===== src/sv/mu8dh_pkg.sv =====
`timescale 1ns / 1ps

package mu8dh_pkg;

	// Default width of the saturating character counter.
	localparam int unsigned COUNT_BITS_DEFAULT = 16;

	// Hash multiplier; applied as (h << 5) + (h << 2) + h.
	localparam logic [31:0] HASH_MULT = 32'd37;

	// Bit masks used on lead and continuation bytes.
	localparam logic [7:0] LEAD_MASK  = 8'h80;
	localparam logic [7:0] THREE_MASK = 8'h20;
	localparam logic [7:0] CONT_BITS  = 8'h3f;
	localparam logic [7:0] TWO_BITS   = 8'h1f;
	localparam logic [7:0] THREE_BITS = 8'h0f;

	// Continuation bytes still expected in the current sequence.
	typedef enum logic [1:0] {
		PEND_NONE = 2'd0,
		PEND_ONE  = 2'd1,
		PEND_TWO  = 2'd2
	} pend_t;

	typedef struct packed {
		logic [7:0] data_byte;
	} in_beat_t;

	typedef struct packed {
		logic        char_ready;
		logic [15:0] char_code;
		logic        string_end;
		logic signed [31:0] string_hash;
		logic [15:0] char_total;
		logic        cut_short;
	} out_beat_t;

	// Decoder state that is not parameter dependent.
	typedef struct packed {
		pend_t       pending;
		logic [15:0] partial;
		logic [31:0] hash;
	} dec_state_t;

endpackage


===== src/sv/mu8dh_decode.sv =====
`timescale 1ns / 1ps

module mu8dh_decode #(
	parameter int unsigned COUNT_BITS = mu8dh_pkg::COUNT_BITS_DEFAULT
) (
	input  logic [7:0]              data_byte,
	input  mu8dh_pkg::dec_state_t   state,
	input  logic [COUNT_BITS-1:0]   count,
	output mu8dh_pkg::dec_state_t   state_next,
	output logic [COUNT_BITS-1:0]   count_next,
	output logic                    produce,
	output mu8dh_pkg::out_beat_t    result
);
	import mu8dh_pkg::*;

	logic        finish;
	logic [15:0] chr;
	logic [31:0] chr_ext;
	logic [31:0] hash_fin;
	logic [COUNT_BITS-1:0] count_fin;

	// Hash update of a finished character: hash * 37 + sign-extended char.
	assign chr_ext  = {{16{chr[15]}}, chr};
	assign hash_fin = (state.hash << 5) + (state.hash << 2) + state.hash + chr_ext;
	assign count_fin = (&count) ? count : count + 1'b1;

	always_comb begin
		state_next = state;
		finish     = 1'b0;
		chr        = 16'd0;
		case (state.pending)
			PEND_TWO: begin
				state_next.partial = state.partial + {4'd0, 6'(data_byte & CONT_BITS), 6'd0};
				state_next.pending = PEND_ONE;
			end
			PEND_ONE: begin
				chr    = state.partial + {10'd0, 6'(data_byte & CONT_BITS)};
				finish = 1'b1;
			end
			default: begin
				state_next.pending = PEND_NONE;
				if ((data_byte & LEAD_MASK) != 8'd0) begin
					if ((data_byte & THREE_MASK) != 8'd0) begin
						state_next.partial = {4'(data_byte & THREE_BITS), 12'd0};
						state_next.pending = PEND_TWO;
					end else begin
						state_next.partial = {5'd0, 5'(data_byte & TWO_BITS), 6'd0};
						state_next.pending = PEND_ONE;
					end
				end else begin
					chr    = {8'd0, data_byte};
					finish = 1'b1;
				end
			end
		endcase
		if (finish) begin
			state_next.pending = PEND_NONE;
			state_next.partial = 16'd0;
			state_next.hash    = hash_fin;
		end
		// The terminator clears the whole string state.
		if (data_byte == 8'd0) begin
			state_next = '{pending: PEND_NONE, partial: 16'd0, hash: 32'd0};
		end
	end

	always_comb begin
		count_next        = finish ? count_fin : count;
		produce           = finish;
		result.char_ready = 1'b1;
		result.char_code  = chr;
		result.string_end = 1'b0;
		result.string_hash = hash_fin;
		result.char_total = 16'(count_fin);
		result.cut_short  = 1'b0;
		// The terminator overrides everything, also in place of a continuation byte.
		if (data_byte == 8'd0) begin
			count_next         = '0;
			produce            = 1'b1;
			result.char_ready  = 1'b0;
			result.char_code   = 16'd0;
			result.string_end  = 1'b1;
			result.string_hash = state.hash;
			result.char_total  = 16'(count);
			result.cut_short   = (state.pending != PEND_NONE);
		end
	end

endmodule


===== config.mk =====
export PLATFORM = sky130hd
export DESIGN_NAME = mu8dh_decode
export DESIGN_NICKNAME = d
export VERILOG_FILES = /design/src/sv/mu8dh_pkg.sv /design/src/sv/mu8dh_decode.sv
export SDC_FILE = /design/constraint.sdc
export NUM_CORES = 1
export LEC_CHECK = 0
export ABC_AREA = 1
export CORE_MARGIN = 2
export CORE_UTILIZATION = 45
export DETAILED_ROUTE_END_ITERATION = 10
export DONT_BUFFER_PORTS = 1
export PLACE_DENSITY = 0.69
export SYNTH_ARGS = -nofsm -noshare
export SYNTH_HDL_FRONTEND = slang
export SYNTH_SLANG_ARGS = --single-unit

===== constraint.sdc =====
create_clock -name vclk -period 6.05
set_clock_uncertainty 0.15 [all_clocks]
set_input_delay 0.605 -clock vclk [all_inputs]
set_output_delay 0.605 -clock vclk [all_outputs]
set_load 0.01 [all_outputs]

==> flow_summary_export.csv <==
group,metric,value,unit
drt,drc,0,
sta,min_period_over_period,0.863,
power_and_ir_drop,swShare,0.685,
global_routing,top_usage_layer,"met2",
global_routing,grtUsageMet3,0.0309,
global_routing,grt_remaining_overflow,0,
layout,design_area,6340,um2
drt,via_count,7228,
power_and_ir_drop,leakage,3.16,nW
logic_synthesis,synthesis.area,6230,um2
sta,report.final.slew_viol_count,0,
power_and_ir_drop,pwr-share-clk,0,
floorplanning,die_width,122,um
worst_setup_path,start_kind,"primary input",
layout,final_cell_mix,"292 x nand2_1, 127 x inv_1, 100 x nor2_1",
drt,vias_per_cell,5.98,
placement,gp_congestion,0.985,
worst_setup_path,cp.required,5290,ps
drt,routed_wl,22100,um
floorplanning,start_util,0.465,
global_routing,antenna_found_initial,0,
power_and_ir_drop,p_switching,0.903,mW
logic_synthesis,synth_warnings,0,
layout,antenna_cells,0,
layout,clock_buffers,0,
global_routing,grt_pass1_vias,6529,
sta,rsz0062_at_grt,"no",
drt,detail-route-antenna-nets,0,
logic_synthesis,syn-num-nets,1239,
sta,tightest_slew,1110,ps
layout,layout.nets,1217,
sta,finalHoldViolations,0,
floorplanning,core,13400,um2
placement,place_area,6340,um2
sta,slew_headroom,0.257,
logic_synthesis,syn_inst,1056,
run_status,status,"finished, final reports clean",
layout,n_sequential_cell,0,
min_path,whs_path_depth,2,
flow_run,maxCapViolCount,0,
layout,syn2layout_area_growth,1.79,%
clocking,cts_resized,0,
global_routing,grt.total_usage,0.292,
power_and_ir_drop,p_total,1.32,mW
placement,port_buffers,0,
global_routing,use_met2,0.480,
logic_synthesis,postSynthAreaPerCell,5.90,um2
sta,layout_min_cycle_time,5220,ps
global_routing,grt_pass1_wl,34600,um
worst_setup_path,crit_end,"result[33]",
floorplanning,die_y,122,um
floorplanning,io_pins,208,
layout,final_common_cell,"nand2_1",
min_path,hp-class,"in -> out",
drt,wl_per_cell,18.3,um
placement,detailed_place_hpwl,18700,um
layout,fillers,1461,
clocking,cts_setup_buffers,0,
worst_setup_path,worstSetupPathType,"in -> out",
logic_synthesis,synth_cell_types,46,
layout,final-seq-area,0,um2
global_routing,grtUsageMet1,0.413,
floorplanning,num_rows,42,
worst_setup_path,setup.worst_path.start,"state[48]",
drt,drt_iter0_drc,831,
worst_setup_path,critPathCaptureType,"output port",
power_and_ir_drop,p_int,0.416,mW
worst_setup_path,crit_fanout,10,
global_routing,grt_max_degree,68,
power_and_ir_drop,p_comb_frac,1.000,
layout,drive_gt1_frac,0.0300,
sta,setup_viol,0,
power_and_ir_drop,seq_power_share,0,
worst_setup_path,cp.arrival,4470,ps
sta,finalSetupTns,0,ps
clocking,ctsHoldBuffers,0,
floorplanning,dieArea,14800,um2
power_and_ir_drop,worst_ir_drop_vdd,0.128,mV
sta,fmax,191,MHz
logic_synthesis,ys_seq_area_frac,0,
drt,dr.pass1.iters,5,
power_and_ir_drop,power_density,208,nW/um2
-- cells in the mapped netlist, drive strengths merged (8+ instances only) --
cell type,count,area share
a21oi,77,0.062
a22oi,8,0.0096
buf,22,0.020
clkbuf,8,0.0048
fa,58,0.19
ha,51,0.10
inv,132,0.080
nand2,293,0.18
nand3,91,0.074
nand4,24,0.027
nor2,105,0.071
nor3,27,0.025
o21ai,88,0.071
xnor2,8,0.011
-- cells by family (layout without fill, tap and decap cells) --
kind of cell / after synthesis / count (layout) / share of synthesized area
simple gates: 564 / 564 / 0.401
fa+ha+maj: 109 / 109 / 0.289
xor+xnor: 15 / 15 / 0.0211
buf+inv: 163 / 139 / 0.106
compound gates: 205 / 205 / 0.183
-- worst min-delay path by stage --
| stage | slack, ps | endpoint | from |
|---|---|---|---|
| 3_3_place_gp | 1190 | state_next[30] | state[30] |
| 3_5_place_dp | 1190 | state_next[30] | state[30] |
| 6_report | 1190 | result[33] | state[16] |
| 4_1_cts | 1190 | state_next[30] | state[30] |
| 2_1_floorplan | 1180 | result[37] | state[20] |
| 5_1_grt | 1190 | result[43] | state[26] |
-- critical path, cell delays in order --
cell and delay, ps:
inv_1 30, ha_1 450, nand2_4 170, a21oi_1 130, o21ai_0 120, nand2_1 120, fa_1 430, ha_1 300
ha_1 260, inv_1 110, fa_1 400, nand3b_1 170, nand2_1 150, nand2_1 70, nand2_1 140, nand2_1 70
nand2_1 150, nand2_1 70, nand2_1 140, or2_2 150, nand3_1 60, nand2_1 160
-- power by group through the flow --
stage	registers [mW]	clock network, mW	logic (mW)
after floorplan	0	0	1.02
after global placement	0	0	1.29
after detailed placement	0	0	1.30
after CTS	0	0	1.31
after global routing	0	0	1.48
final	0	0	1.32
-- metal layers --
layer	wire (um)	vias to the layer above	share of wire
met1	9670	3352	0.44
met5	0	-	0
li1	-	3470	-
met2	10100	361	0.46
met3	1780	45	0.080
met4	589	0	0.027
-- final cells by class --
| class | instances | area [um2] | area share |
|---|---|---|---|
| Tap cell | 176 | 220 | 0.0347 |
| Multi-Input combinational cell | 893 | 5570 | 0.878 |
| Inverter | 133 | 505 | 0.0797 |
| Timing Repair Buffer | 6 | 45.0 | 0.00710 |
-- stage by stage --
stage / setup WS [ps] / hold WS (ps) / cells / utilization
floorplan: 1270 / 1180 / 1056 / -
global placement: 901 / 1190 / 1208 / 0.473
detailed placement: 824 / 1190 / 1208 / 0.473
CTS: 808 / 1190 / 1208 / 0.473
global route: 529 / 1190 / 1208 / 0.473
finish: 827 / 1190 / 1208 / 0.473
Note: power is estimated with default switching activity, not from simulation.
